--- src/sv/pcss_pkg.sv ---
`timescale 1ns / 1ps
package pcss_pkg;

  localparam int CAT_W      = 4;
  localparam int LABEL_W    = 8;
  localparam int SCORE_W    = 32;
  localparam int SUM_W      = 56;
  localparam int SQ_W       = 64;
  localparam int CNT_W      = 32;
  localparam int USE_W      = 5;
  localparam int IN_DATA_W  = 48;
  localparam int OUT_DATA_W = 168;
  localparam int ADDR_W     = 4;
  localparam int QUEUE_DEPTH = 4;

  localparam logic [1:0] REG_IGNORE_ENABLE = 2'd0;
  localparam logic [1:0] REG_IGNORE_VALUE  = 2'd1;
  localparam logic [1:0] REG_EPOCH_ITERS   = 2'd2;
  localparam logic [1:0] REG_CATS_IN_USE   = 2'd3;

  typedef enum logic {
    REQ_SAMPLE = 1'b0,
    REQ_END    = 1'b1
  } req_kind_t;

  typedef struct packed {
    req_kind_t                  kind;
    logic [CAT_W-1:0]           cat;
    logic                       is_pos;
    logic signed [SCORE_W-1:0]  score;
  } q_entry_t;

  typedef struct packed {
    logic        start;
    logic [63:0] dividend;
    logic [31:0] divisor;
  } div_req_t;

  typedef struct packed {
    logic        done;
    logic [63:0] quot;
    logic [31:0] rem;
  } div_rsp_t;

  typedef struct packed {
    logic        start;
    logic [63:0] radicand;
  } root_req_t;

  typedef struct packed {
    logic        done;
    logic [31:0] root;
  } root_rsp_t;

  typedef enum logic [3:0] {
    ST_IDLE,
    ST_SQR,
    ST_ACC,
    ST_PUB,
    ST_DIV1,
    ST_MUL,
    ST_DIV2,
    ST_ROOT_GO,
    ST_ROOT,
    ST_NEXT,
    ST_EMIT,
    ST_FIN,
    ST_DIV3
  } back_state_t;

endpackage

--- src/sv/pcss_root.sv ---
`timescale 1ns / 1ps
module pcss_root (
  input  logic                clk,
  input  logic                rst,
  input  pcss_pkg::root_req_t req,
  output pcss_pkg::root_rsp_t rsp
);
  import pcss_pkg::*;

  logic [63:0] rad;
  logic [33:0] rem;
  logic [31:0] root;
  logic [5:0]  steps;
  logic        busy;
  logic        done;
  logic [35:0] shifted;
  logic [35:0] trial;
  logic        ge;

  assign shifted = {rem, rad[63:62]};
  assign trial   = {2'b0, root, 2'b01};
  assign ge      = (shifted >= trial);

  always_ff @(posedge clk) begin
    if (rst) begin
      busy  <= 1'b0;
      done  <= 1'b0;
      steps <= '0;
    end else begin
      done <= 1'b0;
      if (req.start) begin
        busy  <= 1'b1;
        steps <= 6'd32;
      end else if (busy) begin
        steps <= steps - 1'b1;
        if (steps == 6'd1) begin
          busy <= 1'b0;
          done <= 1'b1;
        end
      end
    end
  end

  always_ff @(posedge clk) begin
    if (req.start) begin
      rad  <= req.radicand;
      rem  <= '0;
      root <= '0;
    end else if (busy) begin
      rem  <= ge ? 34'(shifted - trial) : shifted[33:0];
      root <= {root[30:0], ge};
      rad  <= {rad[61:0], 2'b00};
    end
  end

  assign rsp.done = done;
  assign rsp.root = root;

endmodule

--- config.mk ---
export PLATFORM = sky130hd
export DESIGN_NAME = pcss_root
export DESIGN_NICKNAME = d
export VERILOG_FILES = /design/src/sv/pcss_pkg.sv /design/src/sv/pcss_root.sv
export SDC_FILE = /design/constraint.sdc
export NUM_CORES = 1
export LEC_CHECK = 0
export CAP_MARGIN = 10
export CORE_UTILIZATION = 40
export DETAILED_ROUTE_END_ITERATION = 8
export DONT_BUFFER_PORTS = 1
export SYNTH_ARGS = -nofsm -noshare
export SYNTH_HDL_FRONTEND = slang
export SYNTH_SLANG_ARGS = --single-unit
--- constraint.sdc ---
create_clock -name clk -period 6.6 [get_ports clk]
set_input_delay 0.33 -clock clk [delete_from_list [all_inputs] [get_ports clk]]
set_output_delay 0.33 -clock clk [all_outputs]
set_load 0.05 [all_outputs]
== Yosys cells after proc, flatten, opt, wreduce, memory -nomap -nowiden ==
Index checks and enable logic that the tools add are counted.

* $add $sub $neg: 2
* Order comparisons: 1
* Equal/unequal tests: 1
* Mux-type cells: 9
* Bitwise operators: 1
* Reduce and logical (&&, ||, !) cells: 3

{| class="wikitable"
|+ Operators by type and width
! cell !! count
|-
| 2-to-1 mux 64 bit || 2
|-
| >= comparator 36 x 34 -> 1 bit || 1
|-
| 2-to-1 mux 34 bit || 1
|-
| subtractor 34 bit || 1
|-
| 2-to-1 mux 6 bit || 2
|-
| == test 6 x 1 -> 1 bit (second input constant) || 1
|-
| subtractor 6 x 1 -> 6 bit (second input constant) || 1
|-
| 2-to-1 mux 1 bit || 4
|-
| OR reduction 3 bit || 1
|-
| nonzero test 2 bit || 1
|-
| OR reduction 2 bit || 1
|-
| NOT 1 bit || 1
|}

* Bits in registers: 138
* Input bits: 67
* Word-level logic and storage cells: 24

== Longest topological paths before layout ==
* Word-level depth: 4
* Gate-level depth with buffers: 14

== Worst setup path after synthesis ==
No wires, ideal clock.

* Kind: register to register
* From: register root[6]
* To: register rem[33]
* Arrival: 3196 ps
* Path slack: 3271 ps
* Stages on the path, launching flop included: 13
* Cell sequence: dfxtp_1 -> inv_1 -> ha_1 -> and3_1 -> buf_6 -> a221o_1 -> o21a_1 -> o31a_1 -> or4_4 -> a31o_1 -> mux2i_1 -> o221ai_1 -> a21oi_1

* Cells in the longest elaborated chain, start to end: 2
* Elaborated cells on any way between the ends: 3
* Classes of those cells: add/sub: 1; order compare: 1; mux: 1

{| class="wikitable"
|+ RTL lines
! element !! RTL line !! source
|-
| from (decl) || pcss_root.sv:12 || <nowiki>logic [31:0] root;</nowiki>
|-
| from (signal assigned) || pcss_root.sv:51 || <nowiki>root <= {root[30:0], ge};</nowiki>
|-
| subtractor 34 bit or >= comparator 36 x 34 -> 1 bit (tied branches) || pcss_root.sv:50, pcss_root.sv:22 ||
|-
| 2-to-1 mux 34 bit (*) || pcss_root.sv:50 || <nowiki>rem <= ge ? 34'(shifted - trial) : shifted[33:0];</nowiki>
|-
| to (signal assigned) || pcss_root.sv:50 ||
|-
| to (decl) || pcss_root.sv:11 || <nowiki>logic [33:0] rem;</nowiki>
|}

Every way passes the cells marked *; elsewhere a longest branch is shown, timed or not.
A chain may end at the register's enable or synchronous reset.

== Final worst setup path ==
* From: register root[0]
* To: register rem[10]

Same word-level chain as after synthesis.

==> flow_summary.ini <==
[cts]
cts_buffers = 17
cts.sinks = 138
cts_resized = 0
clockBufferDepth = 2
clock_latency_ns = 0.42
root_buffer = clkbuf_16
htreeDepth = 4
path_clk_slew_ns = 0.07
cts_tree = built

[worst_hold_path]
hold_path_end = busy
whs_path_depth = 2
hp-start = req[64]
hp-class = in -> reg

[setup_path]
cp_top_family = compound AO/OA/AOI/OAI gates
crit_buf_inv = 2
crit_type = reg -> reg
reg2reg_slack_ns = 2.57
arrival_ns = 4.32
r2r_start = root[0]
critPathCaptureType = flip-flop
cp_max_fo = 26
start_kind = flip-flop
crit_chain = inv_1, ha_1, nand2b_1, a2111oi_2, o211ai_1, a31oi_1, o21ai_0, o21ai_4, buf_4, nand2_1, nor2_1, nor4_1
crit_required_ns = 6.89
cp_slowest_cell = dfxtp_1
max_stage_delay_ns = 0.74
timing.rr.end = rem[10]
r2r_cells = 12

[cells_and_area]
finish.instance_area_um2 = 8330
syn2layout_area_growth_pct = 10.7
layout_commonest_cell = nor2_1
final_util_pct = 45.8
final_cells = 975
antennaDiodeCount = 0
drive_gt1_share_pct = 14.6
final_nets = 836
final_cell_mix = nor2_1 (94), dfxtp_1 (73), edfxtp_1 (64), mux2_2 (62), mux2i_1 (49)

[timing]
tightest_slew_ns = 1.03
period_share_pct = 61.1
fin_hold_ws_ns = 0.0914
hold_violations = 0
final_max_slew_viol_count = 0
final.setup.tns_ns = 0
finalSetupViolCount = 0
period_needed_ns = 4.03
grt_setup_unrepaired = no
relSlewSlack_pct = 31.5
skew_ns = 0.00734
fmaxAchievable_mhz = 248
fin_ws_ns = 2.57

[global_routing]
grt_pass1_vias = 5367
grt_max_degree = 84
grt_use_total_pct = 17.1
grt_pass1_wl_um = 26500
overflow = 0
antenna_found_initial = 0

[pwr]
p_leak_nw = 3.23
vdd_drop_max_v = 0.000192
p_per_area_nw_per_um2 = 434
p_total_mw = 3.61

[floorplanning]
top_level_ports = 100
fp.dieH_um = 139
dieArea_um2 = 19400
row_count = 49
die_w_um = 139
start_util_pct = 41.3
core_area_um2 = 18200

[yosys]
synth_flop_cell = dfxtp_1
synth-seq-cells = 138
syn_avg_cell_area_um2 = 10.1
synth.area.top_cells = edfxtp_1 (26%), dfxtp_1 (20%), mux2_2 (9.3%)
yosys.area.top_type_share_pct = 25.5
async_reset_ff_share_pct = 0
yosysWarningCount = 0
yosysUniqueCellTypes = 57
syn_inst = 747
synth_nets = 850
synth-edff-count = 64
seq_area_frac_synth_pct = 45.2
synth_top_area_cell = edfxtp_1
netlist_area_um2 = 7530

[drt]
routed_wl_um = 15900
drc = 2
first_iter_violations = 372
num_vias = 5319
wire_per_inst_um = 16.3
firstDrtPassIters = 6
wl_met2_um = 7440
drt-met1-wl_um = 7370
routed.top_layer = met4
antenna_left = 0
vias_per_cell = 5.46
wl_met3_um = 949

[placed_design]
io_buffer_count = 0
pre_cts_slack_ns = 2.62
dpl_cell_area_um2 = 7680
detailed_place_hpwl_um = 10800
gp_congestion = 0.836
placed_cells = 940

[outcome]
violations = DRC
status = finished with violations

[flow_run]
maxCapViolations = 0
-- cell families after synthesis --
kind of cell	after synthesis	synth area share, %
muxes	111	15.8
xor gates and xnor gates	35	4.07
DFF	138	45.2
adders and majority gates	36	5.98
AOI/OAI and AO/OA	149	13.2
and+or+nand+nor	193	11.2
buffers and inverters	85	4.55
-- final cells by class --
cell class / count / area [um2]
Clock buffer: 17 / 425
Clock inverter: 15 / 179
Fill cell: 1697 / 9870
Inverter: 46 / 173
Multi-Input combinational cell: 524 / 3790
Sequential cell: 138 / 3410
Tap cell: 229 / 287
Timing Repair Buffer: 6 / 70.1
-- layer usage --
| layer | global-route usage [%] | vias up |
|---|---|---|
| met5 | 0 | - |
| met4 | 5.85 | 0 |
| met3 | 5.84 | 14 |
| met2 | 27.2 | 128 |
| met1 | 21.7 | 2521 |
| li1 | - | 2656 |
-- worst max path at each step --
stage                  from       to  slack [ns]  cells after the start
finish              root[0]  rem[10]        2.57                     12
detailed placement  root[0]  rem[10]        2.62                     12
floorplan           root[6]  rem[33]        3.27                     12
global placement    root[0]  rem[10]        2.76                     12
global route        root[0]  rem[21]        2.24                     12
CTS                 root[0]  rem[10]        2.57                     12
-- cell usage after synthesis (all sizes together) (10+ instances only) --
cell	n
a21oi	40
nor3	11
dfxtp	74
mux2	62
nand3	11
clkbuf	28
buf	11
edfxtp	64
o21a	10
ha	36
xnor2	19
a211oi	23
nor2	94
a21o	14
mux2i	49
o21ai	22
inv	45
xor2	16
nand2	46
-- timing repair --
item                                   CTS  global route
setup endpoints to repair                0             0
hold buffers                             3             0
endpoints found under the hold margin   56             0
buffers inserted                         0             0
-- power breakdown --
| part | switching, mW | leakage, nW | internal (mW) | total (mW) |
|---|---|---|---|---|
| logic | 0.876 | 1.70 | 0.689 | 1.56 |
| registers | 0.0819 | 1.25 | 1.01 | 1.09 |
| clock network | 0.442 | 0.288 | 0.512 | 0.954 |
-- registers in the layout, summed over array words and instances, names as in the netlist --
name and count:
steps 6, rad 64, rem 34, root 32, done 1, busy 1
No activity file was read; power rests on OpenSTA's default activity.
