## src/sv/pcss_pkg.sv

```systemverilog
`timescale 1ns / 1ps
package pcss_pkg;

  localparam int CAT_W      = 4;
  localparam int LABEL_W    = 8;
  localparam int SCORE_W    = 32;
  localparam int SUM_W      = 56;
  localparam int SQ_W       = 64;
  localparam int CNT_W      = 32;
  localparam int USE_W      = 5;
  localparam int IN_DATA_W  = 48;
  localparam int OUT_DATA_W = 168;
  localparam int ADDR_W     = 4;
  localparam int QUEUE_DEPTH = 4;

  localparam logic [1:0] REG_IGNORE_ENABLE = 2'd0;
  localparam logic [1:0] REG_IGNORE_VALUE  = 2'd1;
  localparam logic [1:0] REG_EPOCH_ITERS   = 2'd2;
  localparam logic [1:0] REG_CATS_IN_USE   = 2'd3;

  typedef enum logic {
    REQ_SAMPLE = 1'b0,
    REQ_END    = 1'b1
  } req_kind_t;

  typedef struct packed {
    req_kind_t                  kind;
    logic [CAT_W-1:0]           cat;
    logic                       is_pos;
    logic signed [SCORE_W-1:0]  score;
  } q_entry_t;

  typedef struct packed {
    logic        start;
    logic [63:0] dividend;
    logic [31:0] divisor;
  } div_req_t;

  typedef struct packed {
    logic        done;
    logic [63:0] quot;
    logic [31:0] rem;
  } div_rsp_t;

  typedef struct packed {
    logic        start;
    logic [63:0] radicand;
  } root_req_t;

  typedef struct packed {
    logic        done;
    logic [31:0] root;
  } root_rsp_t;

  typedef enum logic [3:0] {
    ST_IDLE,
    ST_SQR,
    ST_ACC,
    ST_PUB,
    ST_DIV1,
    ST_MUL,
    ST_DIV2,
    ST_ROOT_GO,
    ST_ROOT,
    ST_NEXT,
    ST_EMIT,
    ST_FIN,
    ST_DIV3
  } back_state_t;

endpackage

```

## src/sv/pcss_front.sv

```systemverilog
`timescale 1ns / 1ps
module pcss_front (
  input  logic                           rst,
  input  logic                           s_tvalid,
  output logic                           s_tready,
  input  logic [pcss_pkg::IN_DATA_W-1:0] s_tdata,
  input  logic                           s_tuser,
  input  logic                           ignore_enable,
  input  logic [7:0]                     ignore_value,
  input  logic [pcss_pkg::USE_W-1:0]     n_use,
  input  logic                           full,
  output logic                           push,
  output pcss_pkg::q_entry_t             wdata
);
  import pcss_pkg::*;

  logic [LABEL_W-1:0] label;
  logic [CAT_W-1:0]   cat;
  logic               drop;
  logic               accept;

  assign label    = s_tdata[7:0];
  assign cat      = s_tdata[11:8];
  assign s_tready = !full && !rst;
  assign accept   = s_tvalid && s_tready;

  always_comb begin
    drop = 1'b0;
    if (req_kind_t'(s_tuser) == REQ_SAMPLE) begin
      if (ignore_enable && (label == ignore_value)) begin
        drop = 1'b1;
      end
      if ({1'b0, cat} >= n_use) begin
        drop = 1'b1;
      end
    end
  end

  assign push         = accept && !drop;
  assign wdata.kind   = req_kind_t'(s_tuser);
  assign wdata.cat    = cat;
  assign wdata.is_pos = ({4'b0, cat} == label);
  assign wdata.score  = s_tdata[43:12];

endmodule

```

## config.mk

```make
export PLATFORM = sky130hd
export DESIGN_NAME = pcss_front
export DESIGN_NICKNAME = d
export VERILOG_FILES = /design/src/sv/pcss_pkg.sv /design/src/sv/pcss_front.sv
export SDC_FILE = /design/constraint.sdc
export NUM_CORES = 1
export LEC_CHECK = 0
export ABC_AREA = 1
export BUFFER_PORTS_ARGS = -buffer_cell sky130_fd_sc_hd__buf_2
export CAP_MARGIN = 20
export CORE_UTILIZATION = 29
export DETAILED_ROUTE_END_ITERATION = 12
export GPL_ROUTABILITY_DRIVEN = 0
export PLACE_DENSITY = 0.84
export SKIP_LAST_GASP = 1
export SYNTH_ARGS = -nofsm -noshare
export SYNTH_HDL_FRONTEND = slang
export SYNTH_SLANG_ARGS = --single-unit
```

## constraint.sdc

```tcl
create_clock -name vclk -period 1.1
set_input_delay 0.055 -clock vclk [all_inputs]
set_output_delay 0.055 -clock vclk [all_outputs]
set_load 0.05 [all_outputs]
```

* After elaboration in Yosys (flattened, before gate mapping) *
Index checks and enable logic that the tools add are counted.

storage, ports and cells
  bits in registers = 0
  bits of input ports = 66
  output and inout bits = 40
  word-level logic and storage cells = 13

cells by class
  magnitude comparators = 1
  equal/unequal tests = 2
  mux-type cells = 3
  reductions and logical operators = 7

operators by type and width
  operator             count
  $eq A4 B8 Y1         1
  $eq A8 B8 Y1         1
  $ge A4 B5 Y1         1
  $logic_and A1 B1 Y1  4
  $logic_not A1 Y1     3
  $mux W1              3

* Logic depth before layout (Yosys ltp) *
  depth in word-level cells = 7
  depth in mapped cells = 9
  depth with buffers taken out = 9

* Worst setup path before layout *
Ideal clock, no wire load.

  kind = in2out
  start = input s_tdata[1] (netlist name)
  end = output wdata[32] (netlist name)
  arrival = 1.750 ns
  data required time = 1.045 ns
  slack = -0.705 ns
  cell stages on the path = 2
  path buffers = 0
  path through = xor2_1 -> nor4_1

RTL lines
  element      line              RTL
  from (decl)  pcss_front.sv:6   input logic [pcss_pkg::IN_DATA_W-1:0] s_tdata,
  to (decl)    pcss_front.sv:13  output pcss_pkg::q_entry_t wdata

* Final worst setup path *
  start = input s_tdata[10] (netlist name)
  end = output push

on the way
  word-level cells in the longest chain between the ends = 5

RTL lines
  element              line              RTL
  $ge A4 B5 Y1         pcss_front.sv:33  if ({1'b0, cat} >= n_use) begin
  $mux W1              pcss_front.sv:33
  $mux W1              pcss_front.sv:29  if (req_kind_t'(s_tuser) == REQ_SAMPLE) begin
  $logic_not A1 Y1     pcss_front.sv:39  assign push = accept && !drop;
  $logic_and A1 B1 Y1  pcss_front.sv:39
  to (decl)            pcss_front.sv:12  output logic push,

Every way passes these cells.

==> summary.txt <==
Global routing
  • Pin count of the biggest net entering global routing: 5
  • Antenna violations before repair: 0
  • Grt ovf: 0
  • Number of global-route vias before repair: between 500 and 600
  • First-pass GRT wire length: between 2 and 2.5 mm
  • GRT Resource Usage Total: roughly 11%

Power and ir drop
  • Leak pwr: about 0.43 nW
  • Peak VDD IR: around 140 µV
  • Pwr Density: ~390 mW/mm²
  • Tot Pwr: between 200 and 300 µW

Synth
  • Syn Area/Cell: a little under 6 µm²
  • Cell area after synthesis: 639 µm²
  • Post-synthesis mux area share: 0%
  • Largest family of logic cells by synthesized area: buffers and inverters
  • Compound-Gate Fraction of Synth Area: around 6.5%
  • Cells after synthesis: around 110
  • Post-synthesis sequential area ratio: 0%
  • Distinct cell type count after synthesis: 19
  • Mapped Nets: between 150 and 200
  • Synth warn: 0
  • Simple-gate share of the synthesized area: 26.0%
  • Post-Synth Adder-Cell Area: 7.83%
  • XOR/XNOR share of the synthesized area: 2.74%

Route
  • # DRC: 0
  • Detail Route Antenna Nets: 0
  • DR vias: 572
  • First-pass iteration count of the detailed router: 4
  • DR iter-0 viols: 2
  • WL final: about 1.3 mm
  • Avg Vias per Cell: between 4 and 5
  • Routed length per placed instance: 9.25 µm

Die
  • Starting Density: between 30% and 40%
  • Die width: 49.0 µm
  • Die span in y: approximately 49 µm
  • Die area: 0.00240 mm²
  • Std-Cell Rows: 16
  • Top Ports: ~110
  • Core ar.: slightly above 0.002 mm²

Finish
  • Seq Cell Count: 0
  • # clk buffers: 0
  • Layout Cells excl Fill: between 100 and 150
  • Nets: 186
  • Multi-input logic area: 332 µm²
  • Final Util: between 30 and 40%
  • Area delta synth->final: 7.04%
  • Register area: 0 µm²
  • Antenna fix cells: 0
  • Fraction of layout cells with a size suffix above 1: 49.1%
  • Number of fillers in the final layout: roughly 240

Critical path
  • Crit-path cells: buf_8 > ha_4 > a21oi_2 > o21ai_1 > nor2_2 > nand2_2 > a21oi_4 > buf_6
  • Maximum fanout along the worst path: 4
  • Crit-path slowest cell: ha_4
  • CP Launch Point: s_tdata[10]
  • Critical Path AT: between 1 and 1.5 ns
  • Critical Setup Path Class: in2out
  • Required @ worst endpoint: around 1.0 ns
  • Startpoint types: input port
  • Crit end category: output pin
  • Max incr delay on CP: approximately 0.23 ns
  • Critical path endpoint: push

Clock network
  • Post-CTS Setup Repair Bufs: 0
  • Hold Buf Count CTS: 0

STA
  • Fmax: just under 0.9 GHz
  • Max-slew violations: 0
  • Period utilization: 103%
  • Unrepaired setup endpoints after global routing: true
  • Hold slack: 0.110 ns
  • Final setup margin: -0.0344 ns
  • Minimum clock period: between 1 and 1.5 ns
  • Worst-Margin Slew: 0.303 ns
  • Worst slew margin: between 70% and 80%
  • Setup Viol. Count Final: 1
  • Hold Vio Cnt, Final: 0

Run status
  • Status: complete, but fails checks
  • Failing checks: negative setup slack

Placed design
  • DP Cell Count: approximately 140
  • Post-DP HPWL: about 1.1 mm
  • Port bufs: 38

Worst hold path
  • Hold Path Class: in2out

Flow run
  • Max cap viols: 0
## worst min path at each step
stage | start | to | slack (ns) | cells past startpoint
floorplan | rst | s_tready | 0.21 | 1
global placement | s_tdata[25] | wdata[13] | 0.11 | 0
detailed placement | s_tdata[25] | wdata[13] | 0.11 | 0
CTS | s_tdata[25] | wdata[13] | 0.11 | 0
global route | s_tdata[17] | wdata[5] | 0.11 | 0
finish | s_tdata[27] | wdata[15] | 0.11 | 0
## per-stage QoR
step / setup slack [ns] / area, µm² / setup TNS, ns
finish: -0.0344 / 684 / -0.0344
global route: -0.105 / 684 / -0.105
CTS: -0.0164 / 682 / -0.0164
detailed placement: -0.183 / 641 / -0.183
global placement: -0.154 / 641 / -0.154
floorplan: 0.0257 / 679 / 0
## worst max-delay path, delay by kind of cell
kind | cells | cell delay [ns]
AOI/OAI and AO/OA | 3 | 0.32
buffers and inverters | 2 | 0.26
adders and majority gates | 1 | 0.23
and+or+nand+nor | 2 | 0.20
## repair_timing
item                       4_1_cts  5_1_grt
gates resized for setup         10        1
hold endpoints to repair         0        0
pin swaps                        6        0
setup endpoints to repair        1        2
## synthesized netlist by cell type
cell | number | share of area, %
ha_1 | 4 | 7.8
a21oi_2 | 1 | 1.4
nand2_2 | 1 | 0.98
a21oi_1 | 3 | 2.3
nor2_1 | 6 | 3.5
inv_1 | 19 | 11
nor3_2 | 1 | 1.6
o211ai_1 | 1 | 1.2
nor4_1 | 1 | 0.98
xor2_1 | 2 | 2.7
o21ai_1 | 1 | 0.78
nand4_1 | 2 | 2.0
o21ai_0 | 1 | 0.78
or2_0 | 1 | 0.98
inv_2 | 4 | 2.3
nand3_1 | 2 | 1.6
nor2_2 | 1 | 0.98
buf_4 | 37 | 43
nand2_1 | 23 | 14
## routing by layer
layer  global-route usage [%]  wire, µm
met5                        0         0
met2                     22.5       632
met3                     2.49       169
met4                    0.980         4
met1                     10.9       498
## report_power, final
group / switching, mW / internal (mW) / total, mW
Clock: 0 / 0 / 0
Sequential: 0 / 0 / 0
Combinational: 0.154 / 0.112 / 0.266
## layout by cell type (no fill, tap or decap)
cell type / Yosys / layout
ha_1: 4 / 2
nand2_2: 1 / 2
o211ai_1: 1 / 1
a21oi_1: 3 / 2
inv_2: 4 / 5
buf_8: 0 / 1
nor2_2: 1 / 2
o21ai_0: 1 / 1
or2_0: 1 / 1
nor3_2: 1 / 1
nand3_1: 2 / 2
inv_4: 0 / 1
nand4_1: 2 / 2
a21oi_2: 1 / 1
ha_4: 0 / 2
nor2_1: 6 / 5
inv_1: 19 / 17
clkbuf_4: 0 / 1
nand2_1: 23 / 22
o21ai_1: 1 / 1
buf_4: 37 / 2
xor2_1: 2 / 2
buf_6: 0 / 2
buf_2: 0 / 34
nor4_4: 0 / 1
a21oi_4: 0 / 1
## layout make-up
type	instances	area share [%]
Tap cell	27	4.94
Timing Repair Buffer	40	33.6
Inverter	23	13.0
Multi-Input combinational cell	51	48.4
## logic make-up (layout without fill, tap and decap cells)
group	count (synthesis)	after routing
and+or+nand+nor	38	38
buffers and inverters	60	63
xor gates and xnor gates	2	2
adders and majority gates	4	4
AOI/OAI and AO/OA	7	7
Note: power is estimated with default switching activity, not from simulation.
