==> src/sv/pcss_pkg.sv <==
`timescale 1ns / 1ps
package pcss_pkg;

  localparam int CAT_W      = 4;
  localparam int LABEL_W    = 8;
  localparam int SCORE_W    = 32;
  localparam int SUM_W      = 56;
  localparam int SQ_W       = 64;
  localparam int CNT_W      = 32;
  localparam int USE_W      = 5;
  localparam int IN_DATA_W  = 48;
  localparam int OUT_DATA_W = 168;
  localparam int ADDR_W     = 4;
  localparam int QUEUE_DEPTH = 4;

  localparam logic [1:0] REG_IGNORE_ENABLE = 2'd0;
  localparam logic [1:0] REG_IGNORE_VALUE  = 2'd1;
  localparam logic [1:0] REG_EPOCH_ITERS   = 2'd2;
  localparam logic [1:0] REG_CATS_IN_USE   = 2'd3;

  typedef enum logic {
    REQ_SAMPLE = 1'b0,
    REQ_END    = 1'b1
  } req_kind_t;

  typedef struct packed {
    req_kind_t                  kind;
    logic [CAT_W-1:0]           cat;
    logic                       is_pos;
    logic signed [SCORE_W-1:0]  score;
  } q_entry_t;

  typedef struct packed {
    logic        start;
    logic [63:0] dividend;
    logic [31:0] divisor;
  } div_req_t;

  typedef struct packed {
    logic        done;
    logic [63:0] quot;
    logic [31:0] rem;
  } div_rsp_t;

  typedef struct packed {
    logic        start;
    logic [63:0] radicand;
  } root_req_t;

  typedef struct packed {
    logic        done;
    logic [31:0] root;
  } root_rsp_t;

  typedef enum logic [3:0] {
    ST_IDLE,
    ST_SQR,
    ST_ACC,
    ST_PUB,
    ST_DIV1,
    ST_MUL,
    ST_DIV2,
    ST_ROOT_GO,
    ST_ROOT,
    ST_NEXT,
    ST_EMIT,
    ST_FIN,
    ST_DIV3
  } back_state_t;

endpackage

==> src/sv/pcss_queue.sv <==
`timescale 1ns / 1ps
module pcss_queue (
  input  logic               clk,
  input  logic               rst,
  input  logic               push,
  input  pcss_pkg::q_entry_t wdata,
  input  logic               pop,
  output pcss_pkg::q_entry_t head,
  output logic               full,
  output logic               empty
);
  import pcss_pkg::*;

  localparam int PW = $clog2(QUEUE_DEPTH);

  q_entry_t        slots [QUEUE_DEPTH];
  logic [PW-1:0]   wr_ptr;
  logic [PW-1:0]   rd_ptr;
  logic [PW:0]     fill;

  assign full  = (fill == (PW+1)'(QUEUE_DEPTH));
  assign empty = (fill == '0);
  assign head  = slots[rd_ptr];

  always_ff @(posedge clk) begin
    if (rst) begin
      wr_ptr <= '0;
      rd_ptr <= '0;
      fill   <= '0;
    end else begin
      if (push && !full) begin
        wr_ptr <= wr_ptr + 1'b1;
      end
      if (pop && !empty) begin
        rd_ptr <= rd_ptr + 1'b1;
      end
      fill <= fill + (PW+1)'(push && !full) - (PW+1)'(pop && !empty);
    end
  end

  always_ff @(posedge clk) begin
    if (push && !full) begin
      slots[wr_ptr] <= wdata;
    end
  end

endmodule

==> config.mk <==
export PLATFORM = sky130hd
export DESIGN_NAME = pcss_queue
export DESIGN_NICKNAME = d
export VERILOG_FILES = /design/src/sv/pcss_pkg.sv /design/src/sv/pcss_queue.sv
export SDC_FILE = /design/constraint.sdc
export NUM_CORES = 1
export LEC_CHECK = 0
export BUFFER_PORTS_ARGS = -buffer_cell sky130_fd_sc_hd__buf_2
export CAP_MARGIN = 25
export CORE_MARGIN = 1.5
export CORE_UTILIZATION = 50
export CTS_CLUSTER_DIAMETER = 40
export DETAILED_ROUTE_END_ITERATION = 7
export PLACE_DENSITY = 0.77
export REMOVE_ABC_BUFFERS = 1
export SYNTH_ARGS = -nofsm -noshare
export SYNTH_HDL_FRONTEND = slang
export SYNTH_SLANG_ARGS = --single-unit
==> constraint.sdc <==
create_clock -name clk -period 3 [get_ports clk]
set_clock_uncertainty 0.2 [all_clocks]
set_input_delay 0.6 -clock clk [delete_from_list [all_inputs] [get_ports clk]]
set_output_delay 0.6 -clock clk [all_outputs]
set_load 0.05 [all_outputs]
=== Word-level counts from Yosys, hierarchy flattened ===
Memories as Yosys holds them, arrays and structs flattened. A register that Yosys moved wholly into a read port is not among the register bits.
Cells that the tools add are included.

* Bits in registers: 7
* Logic and storage cells: 18
* Memory bits (writable): 152
* Memories kept: 1
* Output and inout port bits: 40
* Bits of input ports: 42

{| class="wikitable"
|+ Memories
! memory !! words !! bits a word !! read ports !! clocked after Yosys merged registers in !! write ports !! RTL line !! RTL
|-
| slots || 4 || 38 || 1 || 1 || 1 || pcss_queue.sv:16 || <nowiki>q_entry_t slots [QUEUE_DEPTH];</nowiki>
|}

* Mux-type cells: 4
* Add/subtract/negate cells: 4
* Reductions and logical operators: 5
* Equal/unequal tests: 1

{| class="wikitable"
|+ Operators with widths
! operator !! count
|-
| adder 2 x 1 -> 2 bit, second input constant || 2
|-
| 2-to-1 mux 2 bit || 2
|-
| adder 3 x 1 -> 3 bit || 1
|-
| equality test 3 bit, second input constant || 1
|-
| zero test 3 bit || 1
|-
| subtractor 3 x 1 -> 3 bit || 1
|-
| logical AND 1 bit || 2
|-
| zero test 1 bit || 2
|-
| 2-to-1 mux 1 bit || 2
|}

=== Depth between registers and ports, before layout ===
* Word-level depth: 5
* Gate-level depth with buffers: 10
* Gate-level depth less buffers: 10

=== Worst setup path after synthesis ===
Ideal clock, no wire load.

* Kind: reg-to-reg
* Start point: register fill[2]
* End point: register fill[2]
* Arrival time: 2.428 ns
* Slack: 0.247 ns
* Period minus slack after synthesis: 2.753 ns
* Setup time: 0.125 ns
* Path buffers: 0
* Required time: 2.675 ns
* Stages on the path, launching flop included: 11
* Path through: dfxtp_1 nor3b_2 nor2_1 inv_1 ha_1 inv_1 ha_1 fa_1 xnor2_1 xnor2_1 nor2_1

* Longest elaborated chain between the ends: 5
* Elaborated cells on any way between the ends: 8
* Classes of those cells: add/sub: 2; eq/ne: 1; reduce/logical: 5

{| class="wikitable"
|+ RTL lines
! element !! RTL line !! RTL
|-
| start, declared || pcss_queue.sv:19 || <nowiki>logic [PW:0] fill;</nowiki>
|-
| start signal, assigned || pcss_queue.sv:37 || <nowiki>fill <= fill + (PW+1)'(push && !full) - (PW+1)'(pop && !empty);</nowiki>
|-
| equality test 3 bit || pcss_queue.sv:21 || <nowiki>assign full = (fill == (PW+1)'(QUEUE_DEPTH));</nowiki>
|-
| via full || pcss_queue.sv:9 || <nowiki>output logic full,</nowiki>
|-
| zero test 1 bit || pcss_queue.sv:37 ||
|-
| logical AND 1 bit || pcss_queue.sv:37 ||
|-
| adder 3 x 1 -> 3 bit || pcss_queue.sv:37 ||
|-
| subtractor 3 x 1 -> 3 bit || pcss_queue.sv:37 ||
|}

The timed path passes the listed nets, and every way through them passes these cells.
A chain may end at the register's enable or synchronous reset.

==> qor.yml <==
status: "finished with violations"
violations: "design-rule violations"
required_ns: 2.20
hold_start: "wdata[23]"
cts_buffers: 17
postRouteAntennaNets: 0
clkLatencyLatePin_ns: 0.41
firstDrtPassIters: 8
worstRegToRegCells: 10
synth_top_family_by_area: "multiplexers"
critical_path.cell_chain: "buf_4 -> mux4_2 -> buf_2"
cp-end-kind: "output port"
path_class: "reg -> out"
synthTopCellsByCount: "152 x edfxtp_1, 38 x mux4_2, 9 x dfxtp_1, 8 x inv_1, 6 x ha_1"
yosys.area_share.simple: 0.0166
final_layout_size_suffix_gt1_frac: 0.436
syn2layout_area_growth_pct: 19.2
max_cap_violations: 0
ctsRootBufferMaster: "clkbuf_16"
synth_top_area_frac: 0.765
io_buffers: 81
rows: 39
layout.nets: 396
dieArea_um2: 12600
r2r_start: "fill[1]$_SDFF_PP0_"
netlist_area_um2: 5970
layout_min_cycle_time_ns: 2.78
nFillCells: 811
die_h_um: 112
hold_viol: 0
setup_ws_ns: 0.224
dp_hpwl_um: 5630
place_congestion: 0.705
clk_pin_slew_ns: 0.05
setup_violations: 0
drt_first_iter_violations: 198
ctsResizeCount: 0
cp-start-kind: "flip-flop"
power_mw: 6.68
holdWs_ns: 0.197
io_pins: 82
grt_pass1_wl_um: 14700
place_worst_setup_slack_ns: 0.368
power_leakage_nw: 2.44
grt.total_usage: 0.162
synth_xor_area_frac: 0.00440
crit_fanout: 12
cp.arrival_ns: 1.98
critPathTopFamily: "multiplexers"
slew_violations: 0
yosys_warnings: 0
synth_edf_count: 152
synthDistinctLibCells: 25
cts_tree: "built"
synth_area_leaders: "edfxtp_1 76%, mux4_2 14%, dfxtp_1 3.0%"
max_freq_ghz: 0.360
p_per_area_nw_per_um2: 939
slowest_delay_ns: 0.54
yosys_register_bits: 161
layout_worst_path_cycle_share: 0.925
ys_seq_area_frac: 0.795
synth_top_area_cell: "edfxtp_1"
holdPathStages: 1
grt_setup_unrepaired: "false"
wire_per_inst_um: 18.8
antenna_found_initial: 0
r2r-end: "fill[2]$_SDFF_PP0_"
htreeDepth: 4
tightest_slew_ns: 0.327
antennaDiodeCount: 0
clockBufferDepth: 2
grt_max_degree: 39
cts_setup_buffers: 0
core_region_area_um2: 11500
worst-path-buf-inv: 2
fin_tns_setup_ns: 0
synthMuxAreaShare: 0.145
ys.flop_type: "edfxtp_1"
async_flop_share: 0
syn_inst: 249
start_util: 0.518
critPathSlowestCell: "mux4_2"
yosysMostFrequentCell: "edfxtp_1"
worstHoldEndpoint: "slots[2][23]$_DFFE_PP_"
synth_compound_area_frac: 0.00461
grt_pass1_vias: 2851
via_count: 2721
fp.dieW_um: 112
hold_path.class: "in -> reg"
ir_worst_vdd_mv: 0.504
slew_headroom: 0.780
yosys.area_share.adder: 0.0159
clock_sinks: 161
r2r_slack_ns: 0.58
cts_hold_buf: 0
vias_per_cell: 5.43
routed_wl_um: 9440
drc: 7
gr-total-overflow: 0
syn-mean-instance-area_um2: 24.0
routing by layer:
layer / routed length (um) / track usage / vias to the layer above / share of wire
met3: 629 / 0.0610 / 16 / 0.067
met5: 0 / 0 / - / 0
met4: 182 / 0.0709 / 0 / 0.019
met2: 4590 / 0.256 / 85 / 0.49
li1: - / - / 1230 / -
met1: 4040 / 0.204 / 1390 / 0.43
power by group:
| group | internal [mW] | switching, mW | total, mW |
|---|---|---|---|
| Clock | 1.11 | 0.751 | 1.86 |
| Sequential | 2.71 | 0.106 | 2.81 |
| Combinational | 0.663 | 1.35 | 2.01 |
| Total | 4.48 | 2.21 | 6.68 |
flip-flops by register name, summed over array words and instances (netlist names), named ones only:
register,count
slots,152
wr_ptr,2
fill,3
rd_ptr,2
kinds of logic after synthesis:
| kind of cell | after synthesis |
|---|---|
| compound gates | 5 |
| xor+xnor | 3 |
| fa+ha+maj | 7 |
| buf+inv | 17 |
| flops | 161 |
| mux | 39 |
| simple gates | 17 |
through the flow:
stage               cells  utilization  instance area, um2
finish                501        0.618                7120
global route          501        0.618                7120
CTS                   501        0.618                7120
detailed placement    471        0.574                6610
global placement      471        0.574                6610
floorplan             240            -                5890
placed cells by master (no fill, tap or decap):
master / Yosys / routed
nor2b_1: 2 / 2
mux4_2: 38 / 38
a21oi_1: 2 / 2
fa_1: 1 / 1
inv_1: 8 / 8
buf_12: 2 / 6
bufinv_16: 0 / 1
mux2i_1: 1 / 1
buf_2: 3 / 81
dfxtp_2: 0 / 1
clkbuf_1: 2 / 2
nand2_1: 1 / 1
clkinv_2: 0 / 5
and2_2: 0 / 4
xor2_1: 1 / 1
or3_1: 2 / 2
dfxtp_4: 0 / 1
clkbuf_16: 0 / 17
buf_4: 1 / 1
o21ai_0: 2 / 2
dfxtp_1: 9 / 7
ha_1: 6 / 6
o31ai_1: 1 / 1
nor2_1: 4 / 4
clkinv_1: 0 / 5
nor3_1: 1 / 1
nor3b_2: 1 / 1
xnor2_1: 2 / 2
edfxtp_1: 152 / 152
nand2b_1: 2 / 2
cell type report:
cell class,count,area (um2),share of cell area
clock buffer,19,433,0.0608
multi-input combinational,71,1120,0.157
clock inverter,11,73.8,0.0104
timing repair buffer,88,533,0.0749
inverter,8,30.0,0.00422
tap,143,179,0.0251
sequential,161,4750,0.667
how the worst max path moves through the flow:
stage,end,slack (ns),depth (start not counted)
2_1_floorplan,head[0],-0.30,1
3_3_place_gp,fill[2]$_SDFF_PP0_,0.42,11
3_5_place_dp,fill[2]$_SDFF_PP0_,0.37,11
4_1_cts,head[20],0.15,3
5_1_grt,head[31],0.11,3
6_report,head[31],0.22,3
(Power assumes the default switching activity.)
