$ cat src/sv/pcss_pkg.sv
`timescale 1ns / 1ps
package pcss_pkg;

  localparam int CAT_W      = 4;
  localparam int LABEL_W    = 8;
  localparam int SCORE_W    = 32;
  localparam int SUM_W      = 56;
  localparam int SQ_W       = 64;
  localparam int CNT_W      = 32;
  localparam int USE_W      = 5;
  localparam int IN_DATA_W  = 48;
  localparam int OUT_DATA_W = 168;
  localparam int ADDR_W     = 4;
  localparam int QUEUE_DEPTH = 4;

  localparam logic [1:0] REG_IGNORE_ENABLE = 2'd0;
  localparam logic [1:0] REG_IGNORE_VALUE  = 2'd1;
  localparam logic [1:0] REG_EPOCH_ITERS   = 2'd2;
  localparam logic [1:0] REG_CATS_IN_USE   = 2'd3;

  typedef enum logic {
    REQ_SAMPLE = 1'b0,
    REQ_END    = 1'b1
  } req_kind_t;

  typedef struct packed {
    req_kind_t                  kind;
    logic [CAT_W-1:0]           cat;
    logic                       is_pos;
    logic signed [SCORE_W-1:0]  score;
  } q_entry_t;

  typedef struct packed {
    logic        start;
    logic [63:0] dividend;
    logic [31:0] divisor;
  } div_req_t;

  typedef struct packed {
    logic        done;
    logic [63:0] quot;
    logic [31:0] rem;
  } div_rsp_t;

  typedef struct packed {
    logic        start;
    logic [63:0] radicand;
  } root_req_t;

  typedef struct packed {
    logic        done;
    logic [31:0] root;
  } root_rsp_t;

  typedef enum logic [3:0] {
    ST_IDLE,
    ST_SQR,
    ST_ACC,
    ST_PUB,
    ST_DIV1,
    ST_MUL,
    ST_DIV2,
    ST_ROOT_GO,
    ST_ROOT,
    ST_NEXT,
    ST_EMIT,
    ST_FIN,
    ST_DIV3
  } back_state_t;

endpackage

$ cat src/sv/pcss_div.sv
`timescale 1ns / 1ps
module pcss_div (
  input  logic               clk,
  input  logic               rst,
  input  pcss_pkg::div_req_t req,
  output pcss_pkg::div_rsp_t rsp
);
  import pcss_pkg::*;

  logic [63:0] dvd;
  logic [31:0] dvs;
  logic [31:0] rem;
  logic [6:0]  steps;
  logic        busy;
  logic        done;
  logic [32:0] shifted;
  logic        ge;

  assign shifted = {rem, dvd[63]};
  assign ge      = (shifted >= {1'b0, dvs});

  always_ff @(posedge clk) begin
    if (rst) begin
      busy  <= 1'b0;
      done  <= 1'b0;
      steps <= '0;
    end else begin
      done <= 1'b0;
      if (req.start) begin
        busy  <= 1'b1;
        steps <= 7'd64;
      end else if (busy) begin
        steps <= steps - 1'b1;
        if (steps == 7'd1) begin
          busy <= 1'b0;
          done <= 1'b1;
        end
      end
    end
  end

  always_ff @(posedge clk) begin
    if (req.start) begin
      dvd <= req.dividend;
      dvs <= req.divisor;
      rem <= '0;
    end else if (busy) begin
      rem <= ge ? 32'(shifted - {1'b0, dvs}) : shifted[31:0];
      dvd <= {dvd[62:0], ge};
    end
  end

  assign rsp.done = done;
  assign rsp.quot = dvd;
  assign rsp.rem  = rem;

endmodule

$ cat config.mk
export PLATFORM = sky130hd
export DESIGN_NAME = pcss_div
export DESIGN_NICKNAME = d
export VERILOG_FILES = /design/src/sv/pcss_pkg.sv /design/src/sv/pcss_div.sv
export SDC_FILE = /design/constraint.sdc
export NUM_CORES = 1
export LEC_CHECK = 0
export ABC_AREA = 1
export BUFFER_PORTS_ARGS = -buffer_cell sky130_fd_sc_hd__buf_2
export CAP_MARGIN = 20
export CELL_PAD_IN_SITES_DETAIL_PLACEMENT = 0
export CELL_PAD_IN_SITES_GLOBAL_PLACEMENT = 1
export CORE_ASPECT_RATIO = 0.75
export CORE_UTILIZATION = 40
export CTS_CLUSTER_DIAMETER = 120
export DETAILED_ROUTE_END_ITERATION = 16
export GPL_ROUTABILITY_DRIVEN = 0
export GPL_TIMING_DRIVEN = 0
export PLACE_DENSITY = 0.82
export SLEW_MARGIN = 15
export SYNTH_ARGS = -nofsm -noshare
export SYNTH_HDL_FRONTEND = slang
export SYNTH_SLANG_ARGS = --single-unit
$ cat constraint.sdc
create_clock -name clk -period 4.87 [get_ports clk]
set_input_delay 0.487 -clock clk [delete_from_list [all_inputs] [get_ports clk]]
set_output_delay 0.487 -clock clk [all_outputs]
set_load 0.1 [all_outputs]
# ---- Word-level counts from Yosys, hierarchy flattened
# Cells that the tools add are included.
dict set report op_classes {
  eq_ne 1
  n_mul 0
  n_div 0
  shifts 0
  bitwise 1
  muxes 9
  reduce_logical 3
  n_addsub 2
  magnitude_cmp 1
}
# cell n
set op_table {}
lappend op_table {{$mux W64} 2}
lappend op_table {{$ge A33 B32 Y1} 1}
lappend op_table {{$mux W32} 1}
lappend op_table {{$sub A32 B32 Y32} 1}
lappend op_table {{$mux W7} 2}
lappend op_table {{$eq A7 B1 Y1 const B} 1}
lappend op_table {{$sub A7 B1 Y7 const B} 1}
lappend op_table {{$mux W1} 4}
lappend op_table {{$reduce_or A3 Y1} 1}
lappend op_table {{$reduce_bool A2 Y1} 1}
lappend op_table {{$reduce_or A2 Y1} 1}
lappend op_table {{$not A1 Y1} 1}
dict set report word_totals {
  wordCells 24
  inputBits 99
  romBits 0
  regBits 137
  memories 0
  output_inout_bits 97
  latch_bits 0
  ram_bits 0
}

# ---- Logic depth before layout (Yosys ltp)
# Gate-level depths: netlist of run 1.
dict set report logic_depth {
  depth_word 4
  ltp_mapped 17
  ltp_nobuf 16
}

# ---- Least setup slack after synthesis of run 1
# OpenSTA, ideal clock, no wires.
dict set report synth_path {
  kind {in2reg}
  start {input port req[96] (netlist bit)}
  end {register dvd[0] (enable)}
  path_stages 3
  setup_slack_ns 1.808
  setup_ns 0.455
  arrival_time_ns 2.607
  required_ns 4.415
  path_cell_list {nor2_1 inv_1 clkbuf_1}
}
dict set report synth_between {
  elab_chain_cells 1
}
# element line_no
set synth_rtl {}
lappend synth_rtl {{start, declared} pcss_div.sv:5} ;# input pcss_pkg::div_req_t req,
lappend synth_rtl {{$reduce_bool A2 Y1 (no line)} -}
lappend synth_rtl {{end signal, assigned} pcss_div.sv:44} ;# dvd <= req.dividend;
lappend synth_rtl {{end signal, assigned} pcss_div.sv:49} ;# dvd <= {dvd[62:0], ge};
lappend synth_rtl {{end, declared} pcss_div.sv:10} ;# logic [63:0] dvd;
# No other way between the ends.
# A chain may end at the register's enable or synchronous reset.

# ---- Worst setup path after layout of run 1
dict set report layout_path {
  start {register rem[7]}
  end {register dvd[0] (data pin)}
}
dict set report layout_between {
  elab_chain_cells 3
}
# element line_no
set layout_rtl {}
lappend layout_rtl {{start, declared} pcss_div.sv:12} ;# logic [31:0] rem;
lappend layout_rtl {{start signal, assigned} pcss_div.sv:48} ;# rem <= ge ? 32'(shifted - {1'b0, dvs}) : shifted[31:0];
lappend layout_rtl {{$ge A33 B32 Y1} pcss_div.sv:20} ;# assign ge = (shifted >= {1'b0, dvs});
lappend layout_rtl {{$mux W64} pcss_div.sv:47} ;# end else if (busy) begin
lappend layout_rtl {{$mux W64} pcss_div.sv:43} ;# if (req.start) begin
# No other way between the ends. The select of a mux whose other input is x is not followed.

==> metrics.txt, run 1 <==
Initial DRC Count 547; Post-DP HPWL 18600 um; most frequent cell after synthesis nand2_1; top-area cell type share of the netlist area 0.343; top_reg_cell synth edfxtp_1; total vias in the final route 7669; register area share after synthesis 0.441; total gr overflow 0; Post-synth EDFFs 96; status finished clean; Initial Util 0.412; setup ws final 2.41 ns; clock skew 0.0137 ns; critical path startpoint category flop; crit path DAT 2.62 ns; ANT cells 0; H-tree depth 4; Synth cell types 41; wire length per cell 14.5 um; CP max stage cell buf_2; Worst Hold Class in -> reg; FILL cells 2115; Die Span Y 127 um; WS Path Type reg -> reg; # DRC 0; CTS Buffer Depth 2; CTS Buf Count 17; via count of the first global-routing pass 6954; Synth Instances 1139; clk_lat worst skew 0.44 ns; syn_nets 1273; first-pass GRT wire length 37000 um; CP required 5.03 ns; Multi-input gate area 3800 um^2; first-pass detailed-route iteration total 5; top cells by count, synth nand2_1 (489), inv_1 (182), edfxtp_1 (96); RSZ-0062 raised after global routing false; largest net degree at the start of global routing 50; post-CTS setup repair buffer count 0; placement row count 45; Slew Limit Fails 0; Fin. Hold Viols 0; pwr dens 334 nW/um^2; Mapped Avg Cell Area 7.37 um^2; WHS 0.220 ns; DP Area 9760 um^2; Mapped Area 8400 um^2; DR vias/cell 4.65; Slew Limit Headroom 0.391; Static Leak 0.00560 uW; initial antenna violation count 0; final period utilization 0.505; Crit path max-delay family simple AND/OR/NAND/NOR gates; Setup WS pre-CTS 2.13 ns; worst slew pin tran 0.913 ns; Hold Buf Count CTS 0; fin util 0.507; Seq cells post-synth 137; Core Area 20400 um^2; die area 21600 um^2; endpoints failing setup 0; largest stage delay on the critical path 0.36 ns; I/O Buffers 195; Layout Cell Area excl Fill 10300 um^2; WP buf/inv 3; max cap viols 0; share of layout cells above drive strength 1 0.208; Final ANT Viol Nets 0; clock sink count 137; Synth area leaders edfxtp_1 (34%), nand2_1 (22%), dfxtp_1 (9.8%); Ys Warns 0; asr flop ratio synth 0; reg2reg setup slack 2.41 ns; CTS tree yes; CTS resizes 0; CP Max Fanout 10; Cell Chain, Critical Path ha_1 > nand2_1 > inv_1 > nand2_1 > nand2_1 > inv_1 > nand3_2 > nand2_1 > nand2_2 > nand2_4 > buf_2 > a31oi_1; Synth-to-Final Area Change 23.0%; Fmax 407 MHz; Peak VDD IR 250 uV; Die Wd 169 um; total power 3460 uW; Total GRT Usage 0.226; register area 3700 um^2; Final nets 1488; CP dominant cell by count nand2_1; clock-pin transition on the worst setup and hold timing paths 0.07 ns; CTS root buffer clkbuf_16; IO Count 196; Synth area leader edfxtp_1; routed wire length 23900 um; minimum clock period 2.46 ns; CP Capture Type flop
-- kinds of logic after synthesis --
logic type | synth area share
simple gates | 0.351
buf+inv | 0.106
flops | 0.441
compound gates | 0.0314
fa+ha+maj | 0.0530
xor+xnor | 0.0177
-- metrics by stage --
step                setup TNS, ns  instances
floorplan                       0       1139
detailed placement              0       1617
global route                    0       1649
global placement           -10.92       1616
CTS                             0       1649
finish                          0       1649
-- layer usage --
metal / global-route usage / share of wire / vias to the layer above
met4: 0.0631 / 0.012 / 0
met1: 0.343 / 0.52 / 3466
met2: 0.316 / 0.41 / 205
li1: - / - / 3976
met3: 0.0502 / 0.060 / 22
met5: 0 / 0 / -
-- cell usage in the layout (no fill, tap or decap), drive strengths merged, types with 11 or more instances in the layout --
cell type,count
nand2,511
buf,211
inv,187
edfxtp,96
nand3,84
nor2,54
dfxtp,41
ha,34
clkbuf,32
a21oi,23
o21ai,17
nand3b,15
xnor2,13
clkinv,11
-- flip-flops by register name, indices dropped and copies added, names as in the netlist --
signal  cells
steps       7
dvd        64
done        1
dvs        32
busy        1
rem        32
-- path summary, 6_finish.rpt --
check / startpoint / end / depth (start not counted)
worst min-delay path: req[13] / dvs[13] / 1
worst min register to register: rem[17] / rem[17] / 2
worst max register to register: rem[7] / dvd[0] / 12
worst max-delay path: rem[7] / dvd[0] / 12
-- power by group --
group,leakage (uW),total [uW],switching (uW),internal (uW)
sequential,0.00130,1390,40.9,1350
clock,0.000274,1280,530,753
combinational,0.00402,784,637,147
-- cell type report --
class                      instances  area share
tap                              282      0.0341
sequential                       137       0.358
buffer                            30      0.0185
inverter                         188      0.0683
multi-input combinational        784       0.368
clock inverter                    15      0.0145
timing repair buffer             196      0.0971
clock buffer                      17      0.0412
Note: power is estimated with default switching activity, not from simulation.
==> run 2, diff against run 1 <==
--- a/config.mk
+++ b/config.mk
@@ -11,12 +11,12 @@
 export CELL_PAD_IN_SITES_DETAIL_PLACEMENT = 0
 export CELL_PAD_IN_SITES_GLOBAL_PLACEMENT = 1
 export CORE_ASPECT_RATIO = 0.75
-export CORE_UTILIZATION = 40
+export CORE_UTILIZATION = 35
 export CTS_CLUSTER_DIAMETER = 120
 export DETAILED_ROUTE_END_ITERATION = 16
 export GPL_ROUTABILITY_DRIVEN = 0
 export GPL_TIMING_DRIVEN = 0
-export PLACE_DENSITY = 0.82
+export PLACE_DENSITY = 0.77
 export SLEW_MARGIN = 15
 export SYNTH_ARGS = -nofsm -noshare
 export SYNTH_HDL_FRONTEND = slang
==> constraint.sdc (replaced) <==
create_clock -name clk -period 2 [get_ports clk]
set_input_delay 0.2 -clock clk [delete_from_list [all_inputs] [get_ports clk]]
set_output_delay 0.2 -clock clk [all_outputs]
set_load 0.1 [all_outputs]
==> metrics.txt, run 2 (synthesized netlist as in run 1, its figures left out) <==
Slew Limit Fails 0 (unchanged); clk_lat worst skew 0.44 ns (about the same); setup ws final -0.136 ns (-2.55 ns); RR Endpoint rem[7]; IO Count 196 (unchanged); Worst Setup SP dvs[22]; WS Path Type reg -> reg; CP required 2.32 ns (-2.71 ns); pwr dens 718 nW/um^2 (+110%); Setup WS pre-CTS -0.612 ns (-2.74 ns); Post-DP HPWL 19500 um (+5.1%); DR vias/cell 4.71 (+1.2%); endpoints failing setup 33 (+33); # DRC 0 (unchanged); Synth-to-Final Area Change 47.7%; Final ANT Viol Nets 0 (unchanged); CP max stage cell edfxtp_1; clock sink count 137 (unchanged); CP Capture Type flop; status complete, but fails checks; critical path startpoint category flop; hold endpoint dvd[13]; clock-pin transition on the worst setup and hold timing paths 0.07 ns (about the same); first-pass GRT wire length 41700 um (+13%); final period utilization 1.07 (+0.563); most frequent cells in the layout nand2_1 (421), buf_2 (197), inv_1 (153), edfxtp_1 (96), nand2_2 (64); RSZ-0062 raised after global routing true; Fmax 468 MHz (+15%); total vias in the final route 8246 (+7.5%); initial antenna violation count 0 (unchanged); minimum clock period 2.14 ns (-0.323 ns); Largest regs dvd: 64 flops, dvs: 32 flops, rem: 32 flops; commonest non-fill, non-tap cell in the layout nand2_1; Die Wd 181 um (+6.8%); CTS tree yes; failing checks negative setup slack; Slew Limit Headroom 0.494 (+0.102); CP Max Fanout 10 (unchanged); H-tree depth 4 (unchanged); CP dominant cell by count nand2_4; ANT cells 0 (unchanged); Cell Chain, Critical Path inv_2 > ha_4 > nand2_4 > nand2_4 > a21oi_4 > nand2_2 > nand2_2 > nand2_4 > nor2_8 > buf_4 > buf_12 > nand3_1 > nand3_2 > o21ai_2; Largest Register dvd; Core Area 23300 um^2 (+14%); DP Area 9940 um^2 (+1.9%); worst slew pin tran 0.759 ns (-0.154 ns); largest net degree at the start of global routing 40 (-20%); Layout Cell Area excl Fill 12400 um^2 (+20%); hold path depth 3 (+2); Fin. Hold Viols 0 (unchanged); via count of the first global-routing pass 7707 (+11%); reg2reg setup slack -0.14 ns (-2.55 ns); Final nets 1573 (+5.7%); Critical R2R Launch dvs[22]; clock skew 0.0191 ns (+0.00544 ns); max cap viols 0 (unchanged); Static Leak 0.00631 uW (+13%); wire length per cell 15.6 um (+7.4%); CTS root buffer clkbuf_16; Die Span Y 136 um (+6.8%); crit path DAT 2.46 ns (-0.16 ns); CTS Buf Count 17 (unchanged); I/O Buffers 195 (unchanged); CTS Buffer Depth 2 (unchanged); Worst Hold Class in -> reg; first-pass detailed-route iteration total 5 (unchanged); largest stage delay on the critical path 0.40 ns (+0.04 ns); total power 8910 uW (+160%); die area 24600 um^2 (+14%); Initial Util 0.360 (-0.0516); Peak VDD IR 602 uV (+140%); share of layout cells above drive strength 1 0.380 (+0.172); placement row count 48 (+6.7%); total gr overflow 0 (unchanged); max reg flops 64 (unchanged); Total GRT Usage 0.222 (-0.00349); Initial DRC Count 600 (+9.7%); routed wire length 27300 um (+14%); worst-case reg-to-reg path depth 14 (+2); Hold Crit Start req[45]
==> run 2: cell count changes in the layout (fill, tap and decap cells not counted), sizes merged <==
cell	before	now
clkinv	11	3
inv	187	195
buf	211	263
dlygate4sd3	0	33
==> run 2: area by class of cell <==
type | count | area (um^2)
Fill cell | 2238 | 10900
Multi-Input combinational cell | 784 | 4830
Sequential cell | 137 | 3790
Timing Repair Buffer | 281 | 1840
Inverter | 188 | 708
Clock buffer | 17 | 425
Tap cell | 300 | 375
Buffer | 30 | 256
Clock inverter | 15 | 184
==> run 2: worst max path at each step <==
stage / end
2_1_floorplan: rem[30]
3_3_place_gp: dvd[48]
3_5_place_dp: dvd[48]
4_1_cts: rem[4]
5_1_grt: rem[7]
6_report: rem[7]
==> run 2: power breakdown <==
group          total [uW]  leakage [uW]  internal (uW)  switching, uW
combinational        2210       0.00469            536           1680
clock                3330      0.000291           1890           1440
sequential           3370       0.00132           3260            108
total                8910       0.00631           5680           3230
==> run 2: critical path: cells and delay by family (launching register included) <==
kind	cells	cell delay [ns]
DFF	1	0.40
buffers and inverters	3	0.37
AOI/OAI and AO/OA	2	0.23
and+or+nand+nor	8	0.79
adders and majority gates	1	0.23
==> run 2: metal layers <==
metal / global-route usage / routed length [um]
met4: 0.0651 / 414
met5: 0 / 0
met3: 0.0439 / 1330
met2: 0.328 / 11800
met1: 0.325 / 13800
==> run 2: what timing repair did <==
action / 4_1_cts / 5_1_grt
endpoints found under the setup margin: 68 / 58
setup buffers: 42 / 8
cloned: 4 / 1
endpoints found under the hold margin: 33 / 0
hold buffers: 33 / 0
pin swaps: 41 / 50
resized for setup: 158 / 85
==> run 2: through the flow <==
stage	hold WS [ns]	util	std cells	TNS, ns
global route	0.0110	0.532	1752	-6.00
CTS	0.00302	0.519	1746	-1.61
global placement	0.378	0.426	1634	-108.55
floorplan	0.279	-	1139	-10.16
finish	0.0193	0.532	1752	-2.76
detailed placement	0.378	0.427	1635	-55.61
==> run 3, diff against run 2 <==
--- a/config.mk
+++ b/config.mk
@@ -17,6 +17,7 @@
 export GPL_ROUTABILITY_DRIVEN = 0
 export GPL_TIMING_DRIVEN = 0
 export PLACE_DENSITY = 0.77
+export RECOVER_POWER = 50
 export SLEW_MARGIN = 15
 export SYNTH_ARGS = -nofsm -noshare
 export SYNTH_HDL_FRONTEND = slang
==> metrics.txt, run 3 (synthesized netlist as in run 1, its figures left out) <==
status complete, but fails checks; failing checks negative setup slack; share of layout cells above drive strength 1 0.379 (-0.000689); Worst Hold Class in -> reg; Largest Register dvd; hold endpoint dvd[16]; worst-case reg-to-reg path depth 14 (unchanged); wire length per cell 15.6 um (about the same); WS Path Type reg -> reg; total gr overflow 0 (unchanged); Final ANT Viol Nets 0 (unchanged); metal2 WL 11800 um (+0.13%); CP Capture Type flop; clock sink count 137 (unchanged); pwr dens 718 nW/um^2 (about the same); combinational share of power 0.248 (about the same); minimum clock period 2.14 ns (+0.00638 ns); clock-pin transition on the worst setup and hold timing paths 0.07 ns (about the same); Fmax 467 MHz (-0.30%); CP Max Fanout 10 (unchanged); Synth-to-Final Area Change 47.7% (about the same); Post-DP HPWL 19500 um (unchanged); CP dominant cell by count nand2_4; CP max stage cell edfxtp_1; Largest regs dvd: 64 flops, dvs: 32 flops, rem: 32 flops; internal power 5680 uW (about the same); first-pass detailed-route iteration total 5 (unchanged); placement row count 48 (unchanged); most frequent cells in the layout nand2_1 (421), inv_1 (153), buf_2 (123), edfxtp_1 (96), clkbuf_2 (73); Slew Limit Fails 0 (unchanged); DR top layer met4; sequential share of power 0.378 (about the same); commonest non-fill, non-tap cell in the layout nand2_1; max reg flops 64 (unchanged); max cap viols 0 (unchanged); WHS 0.0198 ns (+0.000469 ns); RR Endpoint rem[7]; routed wire length 27300 um (about the same); RSZ-0062 raised after global routing true; Hold Crit Start req[48]; Cell Chain, Critical Path inv_2 > ha_4 > nand2_4 > nand2_4 > a21oi_4 > nand2_2 > nand2_2 > nand2_4 > nor2_8 > buf_4 > buf_12 > nand3_1 > nand3_2 > o21ai_2; Static Leak 0.00629 uW (-0.29%); final period utilization 1.07 (+0.00319); P_sw 3230 uW (about the same); IO Count 196 (unchanged); switching share of total power 0.362 (about the same); Die Span Y 136 um (unchanged); setup ws final -0.143 ns (-0.00638 ns); clock share of power 0.374 (about the same); clk_lat worst skew 0.44 ns (about the same); total vias in the final route 8238 (-0.097%); DR vias/cell 4.70 (about the same); die area 24600 um^2 (unchanged); worst slew pin tran 0.765 ns (+0.00606 ns); met1 wire length 13700 um (-0.47%); CTS Buf Count 17 (unchanged); initial antenna violation count 0 (unchanged); CTS Buffer Depth 2 (unchanged); hold path depth 3 (unchanged); Initial DRC Count 563 (-6.2%); Die Wd 181 um (unchanged); Total GRT Usage 0.222 (unchanged); largest stage delay on the critical path 0.40 ns (about the same); Core Area 23300 um^2 (unchanged); Peak VDD IR 605 uV (+0.46%); met3 WL post-DR 1340 um (+0.60%); endpoints failing setup 33 (unchanged); Critical R2R Launch dvs[22]; ANT cells 0 (unchanged); Slew Limit Headroom 0.490 (-0.00404); critical path startpoint category flop; I/O Buffers 195 (unchanged); first-pass GRT wire length 41700 um (unchanged); largest net degree at the start of global routing 40 (unchanged); H-tree depth 4 (unchanged); Setup WS pre-CTS -0.612 ns (unchanged); reg2reg setup slack -0.14 ns (about the same); Crit path max-delay family simple AND/OR/NAND/NOR gates; Final nets 1573 (unchanged); Initial Util 0.360 (unchanged); WP buf/inv 3 (unchanged); CTS tree yes; clock skew 0.0174 ns (-0.00170 ns); via count of the first global-routing pass 7707 (unchanged); # DRC 0 (unchanged); CTS root buffer clkbuf_16; crit path DAT 2.46 ns (about the same); CP required 2.32 ns (about the same); Fin. Hold Viols 0 (unchanged)
==> run 3: how the worst max path moves through the flow <==
stage                  from      end  slack, ns  cells after the start
detailed placement  req[96]  dvd[48]      -0.61                      5
floorplan           dvd[63]  rem[30]      -0.47                     15
global placement    req[96]  dvd[48]      -1.26                      4
finish              dvs[22]   rem[7]      -0.14                     14
global route        dvs[18]   rem[7]      -0.22                     16
CTS                 dvs[22]   rem[4]      -0.11                     15
==> run 3: routing by layer <==
layer | track usage | vias to the layer above
li1 | - | 4163
met2 | 0.328 | 197
met1 | 0.325 | 3844
met4 | 0.0651 | 0
met5 | 0 | -
met3 | 0.0439 | 34
==> run 3: area by class of cell <==
| class | instances | area, um^2 |
|---|---|---|
| sequential | 137 | 3790 |
| clock buffer | 17 | 425 |
| fill | 2236 | 10900 |
| inverter | 188 | 708 |
| timing repair buffer | 281 | 1840 |
| buffer | 30 | 256 |
| multi-input combinational | 784 | 4830 |
| clock inverter | 15 | 184 |
| tap | 300 | 375 |
==> run 3: power groups by stage <==
stage | Sequential, uW | Clock (uW) | Combinational (uW)
5_1_grt | 3390 | 3510 | 2320
3_3_place_gp | 3420 | 0 | 1920
6_report | 3370 | 3330 | 2210
2_1_floorplan | 4420 | 0 | 499
3_5_place_dp | 3420 | 0 | 1930
4_1_cts | 3360 | 3400 | 2160
==> run 3: timing repair <==
action,CTS,global route
pin swaps,41,50
hold buffers,33,0
cloned,4,1
setup buffers,42,8
endpoints found under the hold margin,33,0
setup endpoints to repair,68,58
gates resized for setup,158,85
==> run 3: through the flow <==
step	TNS [ns]	utilization	std cells	instance area (um^2)	total power, uW
2_1_floorplan	-10.16	-	1139	8570	4920
3_3_place_gp	-108.55	0.426	1634	9920	5340
3_5_place_dp	-55.61	0.427	1635	9940	5350
4_1_cts	-1.61	0.519	1746	12100	8920
5_1_grt	-6.00	0.532	1752	12400	9230
6_report	-2.91	0.532	1752	12400	8910
==> run 3: worst reg2reg max path, stage by stage, from the launching register on <==
cell and delay, ns:
edfxtp_1 0.40, inv_2 0.09, ha_4 0.23, nand2_4 0.08, nand2_4 0.06, a21oi_4 0.18, nand2_2 0.09, nand2_2 0.10
nand2_4 0.07, nor2_8 0.19, buf_4 0.15, buf_12 0.13, nand3_1 0.12, nand3_2 0.10, o21ai_2 0.05
